==> src/rtl/dncal_pkg.sv <==
// ----------------------------------------------------------------------------
// Day number to calendar date: shared package
// Item types, cycle lengths, reciprocal constants and the month start table.
// ----------------------------------------------------------------------------
package dncal_pkg;

  // Register stages between the input and output transfer
  localparam int unsigned NumStages = 8;

  // Calendar cycle constants
  localparam int unsigned ShiftToCycleStart = 32044;
  localparam int unsigned DaysPer400y       = 146097;
  localparam int unsigned DaysPer100y       = 36524;
  localparam int unsigned DaysPer4y         = 1461;
  localparam int unsigned DaysPer1y         = 365;
  localparam int unsigned YearOffset        = 4800;
  localparam int unsigned MonthNumBias      = 308;

  // Reciprocals, floor(2^32/d) unless noted; the quotient may read one low
  localparam int unsigned Recip400y = 29398;     // 2^32 / 146097
  localparam int unsigned Recip4y   = 45933;     // 2^26 / 1461
  localparam int unsigned Recip100  = 42949672;  // 2^32 / 100
  localparam int unsigned Recip60   = 71582788;  // 2^32 / 60
  // ceil(2^20/153): exact for every numerator this block produces
  localparam int unsigned Recip153  = 6854;

  typedef struct packed {
    logic [23:0] day_count;
    logic [31:0] centiseconds;
  } in_item_t;

  typedef struct packed {
    logic [15:0] year;
    logic [3:0]  month;
    logic [4:0]  day_of_month;
    logic [7:0]  hours;
    logic [5:0]  minutes;
    logic [5:0]  seconds;
  } res_item_t;

  // Day of a March-based year on which month mon starts, plus 122
  function automatic logic [8:0] month_start(input logic [3:0] mon);
    logic [8:0] val;
    case (mon)
      4'd0:    val = 9'd122;
      4'd1:    val = 9'd153;
      4'd2:    val = 9'd183;
      4'd3:    val = 9'd214;
      4'd4:    val = 9'd244;
      4'd5:    val = 9'd275;
      4'd6:    val = 9'd306;
      4'd7:    val = 9'd336;
      4'd8:    val = 9'd367;
      4'd9:    val = 9'd397;
      4'd10:   val = 9'd428;
      4'd11:   val = 9'd459;
      default: val = 9'd122;
    endcase
    return val;
  endfunction

endpackage

==> src/rtl/day_number_to_calendar_date_top.sv <==
// ----------------------------------------------------------------------------
// Day number to calendar date converter
// Turns a day count from the Julian epoch and a count of hundredths of a
// second into a proleptic Gregorian date and a time of day.
// ----------------------------------------------------------------------------
// The converter is an eight-stage pipeline: it takes one timestamp per clock
// unless the output side stalls a full pipe, and delivers each result when
// the output side is ready. Division by 146097, 1461, 100 or 60 is a
// reciprocal multiply in one stage and a one-step correction in the next,
// and those pairs set the depth; division by 153 needs no correction. Each
// stage holds its item when the stage after it is full and stalled, so
// bubbles close up and the input stays ready until all eight stages hold an
// item. The year wraps modulo 65536, and hours are the low 8 bits of the
// whole-hour count; a time of a day or more is not folded into the date.
module day_number_to_calendar_date_top
  import dncal_pkg::*;
(
  input  logic      clk_i,
  input  logic      rst_ni,
  input  logic      in_valid_i,
  output logic      in_ready_o,
  input  in_item_t  in_data_i,
  output logic      out_valid_o,
  input  logic      out_ready_i,
  output res_item_t out_data_o
);

  logic [NumStages-1:0] valid_q;
  logic [NumStages:0]   stage_rdy;

  // Stage 1: shift to cycle start, reciprocal multiplies
  logic [24:0] s1_d0_q, s1_d0_d;
  logic [39:0] s1_p400_q, s1_p400_d;
  logic [31:0] s1_cs_q;
  logic [57:0] s1_pc_q, s1_pc_d;
  // Stage 2: 400-year cycle, seconds count
  logic [6:0]  s2_q400_q, s2_q400_d;
  logic [17:0] s2_d1_q, s2_d1_d;
  logic [25:0] s2_t_q, s2_t_d;
  // Stage 3: 100-year cycle
  logic [15:0] s3_yhi_q, s3_yhi_d;
  logic [15:0] s3_d2_q, s3_d2_d;
  logic [25:0] s3_t_q;
  logic [52:0] s3_pt_q, s3_pt_d;
  // Stage 4
  logic [15:0] s4_yhi_q;
  logic [31:0] s4_p4_q, s4_p4_d;
  logic [15:0] s4_d2_q;
  logic [5:0]  s4_sec_q, s4_sec_d;
  logic [19:0] s4_m_q, s4_m_d;
  // Stage 5: 4-year cycle
  logic [15:0] s5_y_q, s5_y_d;
  logic [10:0] s5_d3_q, s5_d3_d;
  logic [5:0]  s5_sec_q;
  logic [19:0] s5_m_q;
  logic [46:0] s5_pm_q, s5_pm_d;
  // Stage 6: single years, hours and minutes
  logic [15:0] s6_y_q, s6_y_d;
  logic [8:0]  s6_d4_q, s6_d4_d;
  logic [5:0]  s6_sec_q, s6_min_q, s6_min_d;
  logic [7:0]  s6_hours_q, s6_hours_d;
  // Stage 7: month number
  logic [15:0] s7_y_q;
  logic [8:0]  s7_d4_q;
  logic [3:0]  s7_mon_q, s7_mon_d;
  logic [5:0]  s7_sec_q, s7_min_q;
  logic [7:0]  s7_hours_q;
  // Stage 8: result
  res_item_t   res_q, res_d;

  // A stage takes new data when it is empty or its contents move on
  always_comb begin
    stage_rdy[NumStages] = out_ready_i;
    for (int i = NumStages - 1; i >= 0; i--) begin
      stage_rdy[i] = !valid_q[i] || stage_rdy[i+1];
    end
  end

  assign in_ready_o  = stage_rdy[0];
  assign out_valid_o = valid_q[NumStages-1];
  assign out_data_o  = res_q;

  always_ff @(posedge clk_i or negedge rst_ni) begin
    if (!rst_ni) begin
      valid_q <= '0;
    end else begin
      if (stage_rdy[0]) begin
        valid_q[0] <= in_valid_i;
      end
      for (int i = 1; i < NumStages; i++) begin
        if (stage_rdy[i]) begin
          valid_q[i] <= valid_q[i-1];
        end
      end
    end
  end

  // Stage 1
  always_comb begin
    s1_d0_d   = 25'(in_data_i.day_count) + 25'(ShiftToCycleStart);
    s1_p400_d = 40'(s1_d0_d) * 40'(Recip400y);
    s1_pc_d   = 58'(in_data_i.centiseconds) * 58'(Recip100);
  end

  // Stage 2: correct both quotients by at most one
  always_comb begin
    logic [6:0]  q400e;
    logic [24:0] rem400;
    logic [25:0] te;
    logic [31:0] rem100;
    q400e  = s1_p400_q[38:32];
    rem400 = s1_d0_q - 25'(q400e) * 25'(DaysPer400y);
    if (rem400 >= 25'(DaysPer400y)) begin
      s2_q400_d = q400e + 7'd1;
      s2_d1_d   = 18'(rem400 - 25'(DaysPer400y));
    end else begin
      s2_q400_d = q400e;
      s2_d1_d   = 18'(rem400);
    end
    te     = s1_pc_q[57:32];
    rem100 = s1_cs_q - 32'(te) * 32'd100;
    s2_t_d = (rem100 >= 32'd100) ? te + 26'd1 : te;
  end

  // Stage 3: the last century of a 400-year cycle absorbs the leap day
  always_comb begin
    logic [1:0] q100;
    if (s2_d1_q >= 18'(3 * DaysPer100y)) begin
      q100 = 2'd3;
    end else if (s2_d1_q >= 18'(2 * DaysPer100y)) begin
      q100 = 2'd2;
    end else if (s2_d1_q >= 18'(DaysPer100y)) begin
      q100 = 2'd1;
    end else begin
      q100 = 2'd0;
    end
    s3_d2_d  = 16'(s2_d1_q - 18'(q100) * 18'(DaysPer100y));
    s3_yhi_d = 16'(s2_q400_q) * 16'd400 + 16'(q100) * 16'd100;
    s3_pt_d  = 53'(s2_t_q) * 53'(Recip60);
  end

  // Stage 4
  always_comb begin
    logic [19:0] me;
    logic [25:0] rem;
    s4_p4_d = 32'(s3_d2_q) * 32'(Recip4y);
    me      = s3_pt_q[51:32];
    rem     = s3_t_q - 26'(me) * 26'd60;
    if (rem >= 26'd60) begin
      s4_sec_d = 6'(rem - 26'd60);
      s4_m_d   = me + 20'd1;
    end else begin
      s4_sec_d = 6'(rem);
      s4_m_d   = me;
    end
  end

  // Stage 5
  always_comb begin
    logic [4:0]  q4e, q4;
    logic [15:0] rem;
    q4e = s4_p4_q[30:26];
    rem = s4_d2_q - 16'(q4e) * 16'(DaysPer4y);
    if (rem >= 16'(DaysPer4y)) begin
      q4      = q4e + 5'd1;
      s5_d3_d = 11'(rem - 16'(DaysPer4y));
    end else begin
      q4      = q4e;
      s5_d3_d = 11'(rem);
    end
    s5_y_d  = s4_yhi_q + (16'(q4) << 2);
    s5_pm_d = 47'(s4_m_q) * 47'(Recip60);
  end

  // Stage 6: the last year of a 4-year cycle absorbs the leap day
  always_comb begin
    logic [1:0]  q1;
    logic [14:0] he;
    logic [19:0] rem;
    if (s5_d3_q >= 11'(3 * DaysPer1y)) begin
      q1 = 2'd3;
    end else if (s5_d3_q >= 11'(2 * DaysPer1y)) begin
      q1 = 2'd2;
    end else if (s5_d3_q >= 11'(DaysPer1y)) begin
      q1 = 2'd1;
    end else begin
      q1 = 2'd0;
    end
    s6_d4_d = 9'(s5_d3_q - 11'(q1) * 11'(DaysPer1y));
    s6_y_d  = s5_y_q + 16'(q1) - 16'(YearOffset);
    he      = s5_pm_q[46:32];
    rem     = s5_m_q - 20'(he) * 20'd60;
    if (rem >= 20'd60) begin
      s6_min_d   = 6'(rem - 20'd60);
      s6_hours_d = 8'(he + 15'd1);
    end else begin
      s6_min_d   = 6'(rem);
      s6_hours_d = 8'(he);
    end
  end

  // Stage 7: month counted from March
  always_comb begin
    logic [11:0] num;
    logic [24:0] prod;
    num      = 12'(s6_d4_q) * 12'd5 + 12'(MonthNumBias);
    prod     = 25'(num) * 25'(Recip153);
    s7_mon_d = prod[23:20] - 4'd2;
  end

  // Stage 8: back to a January-based year
  always_comb begin
    logic [9:0] day;
    logic       late;
    late = (s7_mon_q >= 4'd10);
    day  = 10'(s7_d4_q) + 10'd123 - 10'(month_start(s7_mon_q));
    res_d.year         = s7_y_q + 16'(late);
    res_d.month        = late ? s7_mon_q - 4'd9 : s7_mon_q + 4'd3;
    res_d.day_of_month = day[4:0];
    res_d.hours        = s7_hours_q;
    res_d.minutes      = s7_min_q;
    res_d.seconds      = s7_sec_q;
  end

  always_ff @(posedge clk_i) begin
    if (stage_rdy[0]) begin
      s1_d0_q   <= s1_d0_d;
      s1_p400_q <= s1_p400_d;
      s1_cs_q   <= in_data_i.centiseconds;
      s1_pc_q   <= s1_pc_d;
    end
    if (stage_rdy[1]) begin
      s2_q400_q <= s2_q400_d;
      s2_d1_q   <= s2_d1_d;
      s2_t_q    <= s2_t_d;
    end
    if (stage_rdy[2]) begin
      s3_yhi_q <= s3_yhi_d;
      s3_d2_q  <= s3_d2_d;
      s3_t_q   <= s2_t_q;
      s3_pt_q  <= s3_pt_d;
    end
    if (stage_rdy[3]) begin
      s4_yhi_q <= s3_yhi_q;
      s4_p4_q  <= s4_p4_d;
      s4_d2_q  <= s3_d2_q;
      s4_sec_q <= s4_sec_d;
      s4_m_q   <= s4_m_d;
    end
    if (stage_rdy[4]) begin
      s5_y_q   <= s5_y_d;
      s5_d3_q  <= s5_d3_d;
      s5_sec_q <= s4_sec_q;
      s5_m_q   <= s4_m_q;
      s5_pm_q  <= s5_pm_d;
    end
    if (stage_rdy[5]) begin
      s6_y_q     <= s6_y_d;
      s6_d4_q    <= s6_d4_d;
      s6_sec_q   <= s5_sec_q;
      s6_min_q   <= s6_min_d;
      s6_hours_q <= s6_hours_d;
    end
    if (stage_rdy[6]) begin
      s7_y_q     <= s6_y_q;
      s7_d4_q    <= s6_d4_q;
      s7_mon_q   <= s7_mon_d;
      s7_sec_q   <= s6_sec_q;
      s7_min_q   <= s6_min_q;
      s7_hours_q <= s6_hours_q;
    end
    if (stage_rdy[7]) begin
      res_q <= res_d;
    end
  end

  a_month_range: assert property (@(posedge clk_i) disable iff (!rst_ni)
    out_valid_o |-> (out_data_o.month >= 4'd1 && out_data_o.month <= 4'd12))
    else $error("month out of range");

  a_day_range: assert property (@(posedge clk_i) disable iff (!rst_ni)
    out_valid_o |-> (out_data_o.day_of_month != 5'd0))
    else $error("day of month is zero");

  a_time_range: assert property (@(posedge clk_i) disable iff (!rst_ni)
    out_valid_o |-> (out_data_o.minutes < 6'd60 && out_data_o.seconds < 6'd60))
    else $error("minutes or seconds out of range");

  a_full_when_blocked: assert property (@(posedge clk_i) disable iff (!rst_ni)
    !in_ready_o |-> (&valid_q))
    else $error("input blocked while a stage is empty");

  a_no_drop: assert property (@(posedge clk_i) disable iff (!rst_ni)
    (valid_q[NumStages-2] && !stage_rdy[NumStages-1]) |=> valid_q[NumStages-2])
    else $error("stalled item dropped");

endmodule

==> config.mk <==
export PLATFORM = sky130hd
export DESIGN_NAME = day_number_to_calendar_date_top
export DESIGN_NICKNAME = d
export VERILOG_FILES = /design/src/rtl/dncal_pkg.sv /design/src/rtl/day_number_to_calendar_date_top.sv
export SDC_FILE = /design/constraint.sdc
export NUM_CORES = 2
export LEC_CHECK = 0
export BUFFER_PORTS_ARGS = -buffer_cell sky130_fd_sc_hd__buf_2
export CORE_UTILIZATION = 60
export CTS_BUF_LIST = sky130_fd_sc_hd__clkbuf_2
export CTS_CLUSTER_DIAMETER = 60
export DETAILED_ROUTE_END_ITERATION = 10
export GPL_TIMING_DRIVEN = 0
export HOLD_SLACK_MARGIN = 0.03
export PLACE_DENSITY = 0.84
export SLEW_MARGIN = 20
export SYNTH_ARGS = -nofsm -noshare
export SYNTH_HDL_FRONTEND = slang
export SYNTH_SLANG_ARGS = --single-unit
==> constraint.sdc <==
create_clock -name clk_i -period 8.69 [get_ports clk_i]
set_input_delay 0.4345 -clock clk_i [delete_from_list [all_inputs] [get_ports clk_i]]
set_output_delay 0.4345 -clock clk_i [all_outputs]
set_load 0.005 [all_outputs]
## After elaboration in Yosys (flattened, before gate mapping)

Memory sizes are Yosys's and may differ from the RTL's. A register that Yosys moved wholly into a read port is not among the register bits.
Index checks and enable logic that the tools add are counted.

| word-level totals | value |
|---|---|
| bits in registers | 639 |
| logic and storage cells | 136 |
| memories | 1 |
| output and inout port bits | 47 |
| bits of input ports | 60 |
| memory bits (read-only) | 144 |

Memory list:

| name | depth | bits a word | rd ports | clocked after Yosys merged registers in | wr ports | line | text |
|---|---|---|---|---|---|---|---|
| (name not given) | 16 | 9 | 1 | 1 | 0 | dncal_pkg.sv:44 | `case (mon)` |

| operators by class | value |
|---|---|
| reductions and logical operators | 16 |
| $mul | 16 |
| magnitude comparators | 12 |
| add/subtract/negate cells | 28 |
| multiplexer cells | 17 |

Operators with widths:

| cell | number |
|---|---|
| 32-bit by 23-bit multiplier with 55-bit output (second input constant) | 1 |
| 26-bit by 25-bit multiplier with 50-bit output (second input constant) | 1 |
| 20-bit by 25-bit multiplier with 45-bit output (second input constant) | 1 |
| 25-bit by 14-bit multiplier with 38-bit output (second input constant) | 1 |
| 18-bit by 17-bit greater-or-equal comparator with 1-bit output (second input constant) | 2 |
| 32-bit by 7-bit greater-or-equal comparator with 1-bit output (second input constant) | 1 |
| 16-bit subtractor | 2 |
| 32-bit subtractor | 1 |
| 16-bit by 16-bit multiplier with 31-bit output (second input constant) | 1 |
| 26-bit by 5-bit multiplier with 30-bit output (second input constant) | 1 |
| 26-bit by 1-bit adder with 26-bit output (second input constant) | 1 |
| 26-bit by 6-bit greater-or-equal comparator with 1-bit output (second input constant) | 1 |
| 26-bit 2-to-1 mux | 1 |
| 26-bit subtractor | 1 |
| 24-bit by 15-bit adder with 25-bit output (second input constant) | 1 |
| 25-bit by 18-bit greater-or-equal comparator with 1-bit output (second input constant) | 1 |
| 7-bit by 18-bit multiplier with 25-bit output (second input constant) | 1 |
| 25-bit subtractor | 1 |
| 20-bit by 4-bit multiplier with 24-bit output (second input constant) | 1 |
| 12-bit by 12-bit multiplier with 23-bit output (second input constant) | 1 |
| 20-bit by 1-bit adder with 20-bit output (second input constant) | 1 |
| 20-bit by 6-bit greater-or-equal comparator with 1-bit output (second input constant) | 1 |
| 20-bit 2-to-1 mux | 1 |
| 20-bit subtractor | 1 |
| 42 further kinds | 63 |

## Longest topological paths before layout

| logic depth | value |
|---|---|
| word-level depth | 9 |
| mapped depth | 38 |
| depth with buffers taken out | 38 |

## Worst setup path before layout

Ideal clock, no wire load.

| path | value |
|---|---|
| path type | register -> register |
| start point | reg s6_d4_q[1] |
| end point | reg (tool-made name) |
| library setup time | 0.077 ns |
| data required time | 8.613 ns |
| path slack | 0.783 ns |
| clock period less this slack | 7.907 ns |
| buffers on the path | 0 |
| stages on the path, launching flop included | 36 |
| arrival time | 7.830 ns |
| cell sequence | edfxtp_1 -> ha_1 -> ha_1 -> ha_1 -> fa_1 -> a21oi_1 -> nor2_1 -> nor2_1 -> o21bai_1 -> a21oi_1 -> o21bai_1 -> a21o_1 -> ha_1 -> fa_1 -> inv_1 -> fa_1 -> inv_1 -> fa_1 -> ha_1 -> ha_1 -> inv_1 -> o221ai_1 -> nor3_1 -> a211oi_1 -> a21oi_1 -> nor2b_1 -> nor2_1 -> xor2_1 -> ha_1 -> xor2_1 -> xnor2_1 -> xnor2_1 -> xnor2_1 -> mux2i_1 -> mux2_2 -> o21ai_0 |

RTL lines:

| what | line | text |
|---|---|---|
| start: declaration | day_number_to_calendar_date_top.sv:59 | `logic [8:0] s6_d4_q, s6_d4_d;` |
| start signal: assignment | day_number_to_calendar_date_top.sv:259 | `s6_d4_q <= s6_d4_d;` |

## Final worst setup path

| path | value |
|---|---|
| start point | reg s1_pc_q[34] |
| end point | reg s2_t_q[22] (data pin) |

| on the way | value |
|---|---|
| longest elaborated chain between the ends | 4 |
| elaborated cells between the ends (all ways) | 5 |
| classes of those cells | add/sub (2); mul (1); order compare (1); mux (1) |

Ends and longest elaborated chain:

| what | line | text |
|---|---|---|
| start: declaration | day_number_to_calendar_date_top.sv:35 | `logic [57:0] s1_pc_q, s1_pc_d;` |
| start signal: assignment | day_number_to_calendar_date_top.sv:230 | `s1_pc_q <= s1_pc_d;` |
| 26-bit by 5-bit multiplier with 30-bit output | day_number_to_calendar_date_top.sv:121 | `rem100 = s1_cs_q - 32'(te) * 32'd100;` |
| 32-bit subtractor | day_number_to_calendar_date_top.sv:121 |  |
| 32-bit by 7-bit greater-or-equal comparator with 1-bit output | day_number_to_calendar_date_top.sv:122 | `s2_t_d = (rem100 >= 32'd100) ? te + 26'd1 : te;` |
| 26-bit 2-to-1 mux (*) | day_number_to_calendar_date_top.sv:122 |  |
| net s2_t_d[22] | day_number_to_calendar_date_top.sv:39 | `logic [25:0] s2_t_q, s2_t_d;` |
| end signal: assignment | day_number_to_calendar_date_top.sv:235 | `s2_t_q <= s2_t_d;` |
| end: declaration | day_number_to_calendar_date_top.sv:39 |  |

Mark *: on every way through the listed nets, which the timed path passes. The rest lies on a longest branch.
A chain may end at the register's enable or synchronous reset.

==> flow_summary.toml <==
[clocking]
clk_pin_slew_ns = 0.10
clk_path_buf_depth = 3
cts_made_buffers = 119
h-tree-depth = 3
clock-root-buffer = "clkbuf_2"
cts_sinks = 490
clock_latency_ns = 1.26
cts_tree = "yes"

[placement]
hpwl_mm = 120
placedCellCount = 7916
portBuffers = 105
routabilityCongestion = 0.935

[critical_path]
crit_path_frequent_cell = "ha_1"
path_class = "flip-flop to flip-flop"
start_kind = "flip-flop"
worst_path_largest_cell_delay_ns = 0.53
end_kind = "flip-flop"
crit_fanout = 10
worstPathRequired_ns = 9.64
r2r_setup_slack_ns = 0.39
crit_end = "s2_t_q[22]$_DFFE_PP_"
crit_path_start = "s1_pc_q[34]$_DFFE_PP_"
crit_arrival_ns = 9.25
r2r_end = "s2_t_q[22]$_DFFE_PP_"
slowest_stage = "edfxtp_1"
r2r_start = "s1_pc_q[34]$_DFFE_PP_"
reg2reg_depth = 27

[yosys]
synthArstFlopShare_pct = 1.63
synth_area_leaders = "ha_1 26%, fa_1 24%, edfxtp_1 21%"
syn_inst = 6303
synth_top_area_cell = "ha_1"
yosys_warnings = 0
netlist_area_mm2 = 0.0681
synth_top_cell_area_share_pct = 25.8
synth_seq_cells = 490
ys_types = 105
synth_edf_count = 477
synth_flop_cell = "edfxtp_1"
avgSynthCellArea_um2 = 10.8
yosysSeqAreaShare_pct = 21.5
syn_nets = 8595

[global_routing]
grt_max_degree = 67
grt_pass1_wl_mm = 242
grt_util_met2_pct = 46.5
overflow = 0
grt_antenna_before_repair = 2
globalRouteTotalUtil_pct = 26.0
top_usage_layer = "met2"
grtUsageMet1_pct = 31.8
grt_pass1_vias = 50100
met3_usage_pct = 3.41

[floorplanning]
rows = 123
top_level_ports = 107
dieArea_mm2 = 0.115
die_h_um = 339
initial_core_util_pct = 60.6
core_area_mm2 = 0.112
die_x_um = 339

[layout]
layout.cells.non_filler = 8210
nets = 8898
area_growth_pct = 6.92
final_common_cell = "ha_1"
final_cell_mix = "1406 x ha_1, 1386 x inv_1, 826 x fa_1, 477 x edfxtp_1, 271 x xnor2_1"
n_fill_cell = 8159
layout-drive-gt1-share_pct = 5.98

[flow_run]
max_cap_violations = 0

[sta]
rsz0062_at_grt = "yes"
max_slew.worst_pin.slew_ns = 1.07
period_share_pct = 95.5
final-setup-viol-count = 0
clock_skew_ns = 0.0975
clock.fmax_mhz = 120
period_needed_ns = 8.30
slew_viol_final = 0
hold_violations = 0
max_slew_margin_pct = 28.2
holdWs_ns = 0.139

[routing]
detail-route-antenna-nets = 0
drt_iter0_markers = 2368
routed_wl_mm = 145
dr.pass1.iters = 7
drt-vias-per-instance = 5.61
drc = 0
vias = 46000
wl_per_cell_um = 17.6

[status]
status = "finished clean"

[min_path]
worstHoldPathType = "primary input to flip-flop"
-- synthesized netlist by cell type, types with 15 or more instances --
| library cell | instances |
|---|---|
| a211oi_1 | 33 |
| o21bai_1 | 37 |
| nor2_1 | 205 |
| a21o_1 | 115 |
| edfxtp_1 | 477 |
| inv_1 | 1387 |
| nand2b_1 | 66 |
| o21ai_0 | 171 |
| nand4_1 | 60 |
| clkbuf_1 | 19 |
| o31ai_1 | 16 |
| nand3_1 | 76 |
| nand2_1 | 158 |
| and2_1 | 26 |
| xnor2_1 | 277 |
| fa_1 | 826 |
| nor3b_1 | 15 |
| xor2_1 | 130 |
| a21oi_1 | 236 |
| nand3b_1 | 16 |
| a31oi_1 | 29 |
| or3_1 | 18 |
| o21a_1 | 49 |
| and3_1 | 46 |
| o211ai_1 | 20 |
| ha_1 | 1406 |
| mux2i_1 | 17 |
| nor2b_1 | 49 |
| a21boi_0 | 15 |
| nor3_1 | 69 |
-- logic make-up after synthesis --
family	count (synthesis)	share of synthesized area, %
adder cells (fa/ha/maj)	2233	50.1
buffers and inverters	1421	7.88
AND/OR/NAND/NOR	880	6.78
AO/OA/AOI/OAI	846	8.12
flip-flops	490	21.5
XOR/XNOR	408	5.27
multiplexers	25	0.382
-- sequential cells by signal, indices dropped and copies added (netlist names), 20 cells and up, named ones only --
name        flops
s1_cs_q        30
s4_m_q         20
s2_t_q         26
s3_t_q         26
s1_d0_q        25
out_data_o     45
s1_pc_q        26
s5_m_q         20
s3_pt_q        20
-- worst min-delay path by stage --
stage,cells after the start,to,start
floorplan,0,valid_q[0]$_DFFE_PN0P_,rst_ni
global placement,1,valid_q[7]$_DFFE_PN0P_,rst_ni
detailed placement,1,valid_q[7]$_DFFE_PN0P_,rst_ni
CTS,2,s1_cs_q[3]$_DFFE_PP_,in_data_i[3]
global route,2,s1_cs_q[3]$_DFFE_PP_,in_data_i[3]
finish,2,s1_cs_q[3]$_DFFE_PP_,in_data_i[3]
-- per-stage QoR --
step	worst slack (ns)	utilization [%]	TNS [ns]	area, um2
after floorplan	0.783	-	0	68100
after global placement	-1.52	62.7	-134.94	70500
after detailed placement	-0.152	62.9	-0.296	70800
after CTS	0.0218	64.7	0	72800
after global routing	-0.0406	64.8	-0.0427	72800
final	0.387	64.8	0	72800
-- cell type report --
cell class / count / area [um2] / share of cell area, %
Multi-Input combinational cell: 4392 / 48300 / 66.3
Buffer: 32 / 153 / 0.210
Timing Repair Buffer: 182 / 1390 / 1.91
Antenna cell: 4 / 10.0 / 0.0137
Sequential cell: 490 / 14600 / 20.1
Clock inverter: 57 / 434 / 0.596
Inverter: 1389 / 5220 / 7.16
Tap cell: 1500 / 1880 / 2.58
Clock buffer: 164 / 821 / 1.13
-- worst max-delay path: cells and delay by family (launching register included) --
family	cells	cell delay (ns)
adders and majority gates	5	1.84
xor gates and xnor gates	2	0.30
DFF	1	0.53
buffers and inverters	1	0.31
AOI/OAI and AO/OA	9	2.68
and+or+nand+nor	10	2.35
-- routing by layer --
layer  wire length, um  up-vias  share of wire, %
met5                 0        -                 0
met4              5470        0               3.8
met3              7230      424               5.0
met2             73900     1319                51
met1             58100    22500                40
li1                  -    21800                 -
-- timing repair --
item | CTS | global route
gates resized for setup | 4 | 9
pin swaps | 0 | 3
endpoints found under the hold margin | 110 | 0
hold buffers | 68 | 0
setup endpoints to repair | 3 | 27
buffers inserted | 0 | 1
Power is not shown: default switching activity piles up to over one toggle a cycle in this logic, so the estimate is an artifact.
